<file path="config.mk">
export PLATFORM = sky130hd
export DESIGN_NAME = signed_int_to_decimal_ascii
export DESIGN_NICKNAME = d
export VERILOG_FILES = /design/src/design/sida_pkg.sv /design/src/design/signed_int_to_decimal_ascii.sv /design/src/design/sida_ctrl.sv /design/src/design/sida_datapath.sv
export SDC_FILE = /design/constraint.sdc
export NUM_CORES = 1
export LEC_CHECK = 0
export ABC_CLOCK_PERIOD_IN_PS = 8100
export BUFFER_PORTS_ARGS = -buffer_cell sky130_fd_sc_hd__clkbuf_2
export CAP_MARGIN = 20
export CORE_ASPECT_RATIO = 1.1
export CORE_UTILIZATION = 65
export DETAILED_ROUTE_END_ITERATION = 6
export GPL_TIMING_DRIVEN = 0
export PLACE_DENSITY = 0.86
export SLEW_MARGIN = 20
export SYNTH_ARGS = -nofsm -noshare
export SYNTH_HDL_FRONTEND = slang
export SYNTH_SLANG_ARGS = --single-unit
</file>
<file path="constraint.sdc">
create_clock -name clk -period 8.1 [get_ports clk]
set_input_delay 0.405 -clock clk [delete_from_list [all_inputs] [get_ports clk]]
set_output_delay 0.405 -clock clk [all_outputs]
set_load 0.03 [all_outputs]
</file>
<file path="src/design/sida_pkg.sv">
// Shared types and constants for the signed integer to decimal ASCII converter.
`timescale 1ns / 1ps
`default_nettype none

package sida_pkg;

  localparam int VALUE_W  = 32;
  localparam int CHAR_W   = 8;
  localparam int DIGITS   = 10;
  localparam int BCD_W    = 4 * DIGITS;
  localparam int BIT_CNT_W = $clog2(VALUE_W);
  localparam int DIG_IDX_W = $clog2(DIGITS);

  localparam logic [CHAR_W-1:0] ASCII_ZERO  = 8'd48;
  localparam logic [CHAR_W-1:0] ASCII_MINUS = 8'd45;

  typedef enum logic [2:0] {
    ST_IDLE,
    ST_CONVERT,
    ST_SIGN,
    ST_SKIP,
    ST_DIGITS
  } state_t;

  typedef struct packed {
    logic load;
    logic shift;
    logic emit_sign;
    logic emit_digit;
    logic advance;
  } cmd_t;

  typedef struct packed {
    logic shift_done;
    logic negative;
    logic digit_zero;
    logic first_digit;
  } status_t;

endpackage

`default_nettype wire

</file>
<file path="src/design/signed_int_to_decimal_ascii.sv">
// Top level: signed 32-bit integer to decimal ASCII text, one character per strobe.
// Sequence: load, 32 BCD shift steps, the minus sign when negative, then a skip step for
// each leading zero and the digits, most significant first. busy is low on the strobe of
// the last character, so the next start can be taken on that strobe.
// Reset (rst, synchronous) returns the controller to idle and clears strobe; no result stalls.
`timescale 1ns / 1ps
`default_nettype none

module signed_int_to_decimal_ascii (
  input  wire                                clk,
  input  wire                                rst,
  input  wire                                start,
  output logic                               busy,
  input  wire signed [sida_pkg::VALUE_W-1:0] value,
  output logic [sida_pkg::CHAR_W-1:0]        character,
  output logic                               last,
  output logic                               strobe
);

  sida_pkg::cmd_t    cmd;
  sida_pkg::status_t status;

  sida_ctrl u_ctrl (
    .clk    (clk),
    .rst    (rst),
    .start  (start),
    .status (status),
    .cmd    (cmd),
    .busy   (busy)
  );

  sida_datapath u_datapath (
    .clk       (clk),
    .rst       (rst),
    .value     (value),
    .cmd       (cmd),
    .status    (status),
    .character (character),
    .last      (last),
    .strobe    (strobe)
  );

endmodule

`default_nettype wire

</file>
<file path="src/design/sida_ctrl.sv">
// Controller state machine: sequences conversion, sign, zero skip and digit output.
`timescale 1ns / 1ps
`default_nettype none

module sida_ctrl (
  input  wire                    clk,
  input  wire                    rst,
  input  wire                    start,
  input  wire sida_pkg::status_t status,
  output sida_pkg::cmd_t         cmd,
  output logic                   busy
);

  sida_pkg::state_t state;
  sida_pkg::state_t state_next;

  always_ff @(posedge clk) begin
    if (rst) begin
      state <= sida_pkg::ST_IDLE;
    end else begin
      state <= state_next;
    end
  end

  always_comb begin
    state_next = state;
    case (state)
      sida_pkg::ST_IDLE: begin
        if (start) state_next = sida_pkg::ST_CONVERT;
      end
      sida_pkg::ST_CONVERT: begin
        if (status.shift_done) begin
          state_next = status.negative ? sida_pkg::ST_SIGN : sida_pkg::ST_SKIP;
        end
      end
      sida_pkg::ST_SIGN: begin
        state_next = sida_pkg::ST_SKIP;
      end
      sida_pkg::ST_SKIP: begin
        if (!(status.digit_zero && !status.first_digit)) state_next = sida_pkg::ST_DIGITS;
      end
      sida_pkg::ST_DIGITS: begin
        if (status.first_digit) state_next = sida_pkg::ST_IDLE;
      end
      default: begin
        state_next = sida_pkg::ST_IDLE;
      end
    endcase
  end

  always_comb begin
    cmd  = '0;
    busy = 1'b1;
    case (state)
      sida_pkg::ST_IDLE: begin
        busy     = 1'b0;
        cmd.load = start;
      end
      sida_pkg::ST_CONVERT: begin
        cmd.shift = 1'b1;
      end
      sida_pkg::ST_SIGN: begin
        cmd.emit_sign = 1'b1;
      end
      sida_pkg::ST_SKIP: begin
        // drop leading zeros, but always keep the units digit
        cmd.advance = status.digit_zero && !status.first_digit;
      end
      sida_pkg::ST_DIGITS: begin
        cmd.emit_digit = 1'b1;
        cmd.advance    = !status.first_digit;
      end
      default: begin
        cmd  = '0;
        busy = 1'b1;
      end
    endcase
  end

endmodule

`default_nettype wire

</file>
<file path="src/design/sida_datapath.sv">
// Datapath: magnitude, shift-and-add-3 BCD conversion and character output register.
`timescale 1ns / 1ps
`default_nettype none

module sida_datapath (
  input  wire                                clk,
  input  wire                                rst,
  input  wire signed [sida_pkg::VALUE_W-1:0] value,
  input  wire sida_pkg::cmd_t                cmd,
  output sida_pkg::status_t                  status,
  output logic [sida_pkg::CHAR_W-1:0]        character,
  output logic                               last,
  output logic                               strobe
);

  logic [sida_pkg::VALUE_W-1:0]   mag;
  logic [sida_pkg::BCD_W-1:0]     bcd;
  logic [sida_pkg::BCD_W-1:0]     bcd_adj;
  logic [sida_pkg::BIT_CNT_W-1:0] bit_cnt;
  logic [sida_pkg::DIG_IDX_W-1:0] dig_idx;
  logic                           neg;
  logic [3:0]                     digit;
  logic [sida_pkg::VALUE_W-1:0]   value_u;

  assign value_u = value;

  // add 3 to every nibble of 5 or more before the shift
  always_comb begin
    for (int i = 0; i < sida_pkg::DIGITS; i++) begin
      if (bcd[4*i +: 4] >= 4'd5) bcd_adj[4*i +: 4] = bcd[4*i +: 4] + 4'd3;
      else                       bcd_adj[4*i +: 4] = bcd[4*i +: 4];
    end
  end

  assign digit = bcd[{dig_idx, 2'b00} +: 4];

  assign status.shift_done  = (bit_cnt == sida_pkg::BIT_CNT_W'(sida_pkg::VALUE_W - 1));
  assign status.negative    = neg;
  assign status.digit_zero  = (digit == 4'd0);
  assign status.first_digit = (dig_idx == '0);

  always_ff @(posedge clk) begin
    if (cmd.load) begin
      neg     <= value_u[sida_pkg::VALUE_W-1];
      // two's-complement negate stays exact for the most negative value as unsigned
      mag     <= value_u[sida_pkg::VALUE_W-1] ? (~value_u + 1'b1) : value_u;
      bcd     <= '0;
      bit_cnt <= '0;
      dig_idx <= sida_pkg::DIG_IDX_W'(sida_pkg::DIGITS - 1);
    end else begin
      if (cmd.shift) begin
        bcd     <= {bcd_adj[sida_pkg::BCD_W-2:0], mag[sida_pkg::VALUE_W-1]};
        mag     <= {mag[sida_pkg::VALUE_W-2:0], 1'b0};
        bit_cnt <= bit_cnt + 1'b1;
      end
      if (cmd.advance) dig_idx <= dig_idx - 1'b1;
    end
  end

  always_ff @(posedge clk) begin
    if (rst) begin
      strobe <= 1'b0;
    end else begin
      strobe <= cmd.emit_sign || cmd.emit_digit;
    end
  end

  always_ff @(posedge clk) begin
    character <= cmd.emit_sign ? sida_pkg::ASCII_MINUS
                               : (sida_pkg::ASCII_ZERO + {4'b0000, digit});
    last      <= cmd.emit_digit && status.first_digit;
  end

endmodule

`default_nettype wire

</file>
==> results.py <==
metrics = {
    "pwr": {
        "worst_ir_drop_vdd_uv": 109,
        "internal-power_uw": 780,
        "clock_power_share_pct": 33.7,
        "p_sw_uw": 291,
        "pwr_density_cell_nw_per_um2": 183,
        "netSwitchingFraction_pct": 27.2,
        "power.sequential.fraction_pct": 51.4,
        "fin_total_pwr_mw": 1.07,
        "leakage_nw": 2.35,
        "share_comb_of_total_power_pct": 14.9,
    },
    "drt": {
        "num_vias": 4667,
        "initialDrtViolationCount": 382,
        "wl_mm": 12.5,
        "drt_pre_antenna_iters": 7,
        "drt.antenna.violating_nets": 0,
        "detail_route.wl_per_cell_um": 16.0,
        "via_per_inst": 5.96,
        "remaining_drc_errors": 0,
    },
    "synth": {
        "yosysTopAreaCell": "dfxtp_1",
        "synthXorXnorAreaFrac_pct": 7.81,
        "syn-instance-count": 617,
        "yosys_register_bits": 92,
        "synth_top_family_by_area": "simple AND/OR/NAND/NOR gates",
        "synth.area.mux_share_pct": 4.13,
        "postSynth.asyncResetShare_pct": 0,
        "synth.top_cell.area_share_pct": 22.4,
        "synth.cell_area_um2": 5270,
        "yosysWarnings": 0,
        "synthSimpleGateAreaFrac_pct": 18.1,
        "yosys-top-cells-area": "dfxtp_1 (22%), edfxtp_1 (19%), o21ai_0 (7.4%)",
        "synth.lib_cells_used.distinct": 47,
        "synth_fa_ha_area_share_pct": 5.93,
        "synth_seq_area_share_pct": 41.2,
        "postSynthAreaPerCell_um2": 8.55,
        "synth_ff_type": "dfxtp_1",
        "synth-compound-area-share_pct": 17.8,
        "synth-edff-count": 33,
    },
    "worst_setup_path": {
        "critical-path-top-delay-family": "simple AND/OR/NAND/NOR gates",
        "worstPathMaxFanout": 10,
        "worst_ep_arrival_time_ns": 3.30,
        "timing.rr.end": "u_datapath.dig_idx[3]",
        "setup.worst_path.start_class": "flop",
        "r2r_start": "u_datapath.dig_idx[0]",
        "critPathRequiredTime_ns": 8.40,
        "worst_path_max_delay_cell": "buf_1",
        "timing.critical_path.slowest_cell_delay_ns": 0.52,
        "setup_slack_reg_to_reg_ns": 5.10,
        "critical_path.endpoint_type": "flop",
        "critical_path_class": "flop to flop",
        "rr_worst_depth": 8,
        "worstPathBufferInverterCount": 2,
        "crit_chain": "buf_2, buf_1, mux2i_1, o22ai_1, or4_4, o21a_1, or4_1, nand3_1",
    },
    "global_route": {
        "grt_use_total_pct": 31.2,
        "first_global_vias": 4495,
        "grt_max_degree": 33,
        "grt_first_pass_wirelength_mm": 20.1,
        "antenna_found_initial": 0,
        "grt_overflow": 0,
    },
    "timing": {
        "fin_setup_tns_ns": 0,
        "finalCritPeriodShare_pct": 37.1,
        "setup_viol_count_final": 0,
        "slew-limit-headroom_pct": 49.8,
        "unrepaired_setup_endpoints_after_global_routing": "false",
        "max_freq_mhz": 333,
        "minimum_clock_period_ns": 3.00,
        "timing_worst_slew_pin_value_ns": 0.750,
        "final.hold.worst_slack_ns": 0.252,
        "report.final.hold_viol_count": 0,
        "worst_slack_ns": 5.10,
        "slew_violations": 0,
        "finClkSkew_ns": 0.0119,
    },
    "placement": {
        "place_hpwl_mm": 8.82,
        "dpl_worst_slack_ns": 5.18,
        "finalWeightedCongestion": 0.897,
        "place.port_buffers": 42,
        "placement.cell_area_um2": 5630,
        "post-place-cells": 768,
    },
    "floorplan": {
        "floorplan.die.width_um": 87.9,
        "die-height_um": 96.5,
        "die_area_um2": 8480,
        "fp.coreArea_um2": 7870,
        "ioPinCount": 46,
        "num_rows": 34,
        "initial_utilization_pct": 67.0,
    },
    "clocking": {
        "post_cts_resized": 0,
        "cts-hold-fix-buffers": 0,
        "cts_tree": "built",
        "clockRootBuffer": "clkbuf_8",
        "clock_sink_count": 92,
        "cts.reportedPaths.clkPinSlew_ns": 0.09,
        "cts_setup_buffers": 0,
        "clockBufferDepth": 2,
        "clk-insertion-delay-late_ns": 0.37,
        "cts_buffers": 9,
        "cts.htree.levels": 3,
    },
    "layout": {
        "final_layout_size_suffix_gt1_share_pct": 11.4,
        "stdcell_area_um2": 5860,
        "diodes": 0,
        "post-route-util_pct": 74.5,
        "final_cells": 783,
        "layout-area-overhead-vs-synth_pct": 11.1,
        "final_net_count": 731,
    },
    "hold_path": {
        "worst_hold_startpoint": "rst",
        "min-delay-path-class": "input port to flop",
        "timing.hold.worst_path_depth": 2,
        "worst_hold_path.endpoint": "u_datapath.strobe",
    },
    "flow_run": {
        "timing.max_cap.violations": 0,
    },
    "run_status": {
        "outcome": "completed",
    },
}
final cells by class:
| type | instances | area (um^2) |
|---|---|---|
| clock inverters | 3 | 68.8 |
| fillers | 585 | 2010 |
| inverters | 30 | 113 |
| repair buffers | 42 | 210 |
| well taps | 108 | 135 |
| multi-input cells | 463 | 2850 |
| clock buffers | 12 | 166 |
| plain buffers | 33 | 144 |
| flip-flops and latches | 92 | 2170 |
flip-flops by register name, indices dropped and copies added (netlist names):
signal / cells
u_datapath.dig_idx: 4
u_datapath.bcd: 40
u_datapath.strobe: 1
u_ctrl.state: 3
u_datapath.mag: 32
u_datapath.bit_cnt: 5
u_datapath.character: 5
u_datapath.neg: 1
u_datapath.last: 1
worst max-delay path by stage:
stage	start	endpoint	slack [ns]	depth (start not counted)
after detailed placement	value[0]	u_datapath.mag[30]	5.18	10
after floorplan	u_datapath.dig_idx[0]	u_datapath.dig_idx[3]	5.56	8
after global placement	u_ctrl.state[0]	u_datapath.mag[27]	4.97	6
after global routing	u_datapath.dig_idx[0]	u_datapath.dig_idx[3]	4.99	8
after CTS	u_datapath.dig_idx[0]	u_datapath.dig_idx[3]	5.16	8
final	u_datapath.dig_idx[0]	u_datapath.dig_idx[3]	5.10	8
per-layer routing:
layer / GRT usage, % / wire, um
met1: 34.8 / 4910
met2: 55.9 / 6300
met3: 4.50 / 794
met4: 19.1 / 523
met5: 0 / 0
Yosys cell counts, types with 12 or more instances:
library cell  number
o31ai_1           16
xor2_1            35
o21ai_0           78
nand2_1           57
ha_1              25
edfxtp_1          33
clkbuf_1          23
nand3_1           33
dfxtp_1           59
inv_1             30
a21oi_1           53
nand2b_1          15
xnor2_1           12
mux2i_1           15
nor2_1            57
power by group through the flow:
stage / Sequential (mW) / Combinational [mW] / Clock (mW)
2_1_floorplan: 0.555 / 0.101 / 0
3_3_place_gp: 0.559 / 0.150 / 0
3_5_place_dp: 0.561 / 0.157 / 0
4_1_cts: 0.550 / 0.157 / 0.363
5_1_grt: 0.554 / 0.177 / 0.378
6_report: 0.551 / 0.159 / 0.361
cells by family after synthesis:
kind of cell / count (synthesis)
AND/OR/NAND/NOR: 201
AO/OA/AOI/OAI: 168
flip-flops: 92
buffers and inverters: 63
XOR/XNOR: 47
adder cells (fa/ha/maj): 25
multiplexers: 19
other: 2
placed cells by master, fill, tap and decap left out, types with 2 or more instances in the layout:
cell | Yosys | routed
nor3_1 | 4 | 4
or2_2 | 4 | 4
ha_1 | 25 | 25
nor3b_1 | 3 | 3
and3_1 | 2 | 2
o31ai_1 | 16 | 16
clkbuf_2 | 0 | 42
and2_1 | 4 | 4
xnor2_1 | 12 | 12
clkbuf_1 | 23 | 24
edfxtp_1 | 33 | 33
or3_1 | 5 | 5
o211ai_1 | 2 | 2
buf_1 | 5 | 5
a21oi_1 | 53 | 53
o21ai_0 | 78 | 78
mux2i_1 | 15 | 15
bufinv_16 | 0 | 2
inv_1 | 30 | 30
o41ai_1 | 4 | 4
or3b_2 | 2 | 2
nand4_1 | 2 | 2
conb_1 | 2 | 3
nand3_1 | 33 | 33
mux4_2 | 2 | 2
nand2b_1 | 15 | 15
o22a_1 | 2 | 2
nand2_1 | 57 | 56
a31o_2 | 2 | 2
nor4_1 | 2 | 2
xor2_1 | 35 | 35
mux2_2 | 2 | 2
dfxtp_1 | 59 | 59
clkbuf_8 | 0 | 10
nor2_1 | 57 | 57
or4_1 | 6 | 6
buf_4 | 3 | 3
o22ai_1 | 6 | 6
Power figures use the tool's default switching activity.
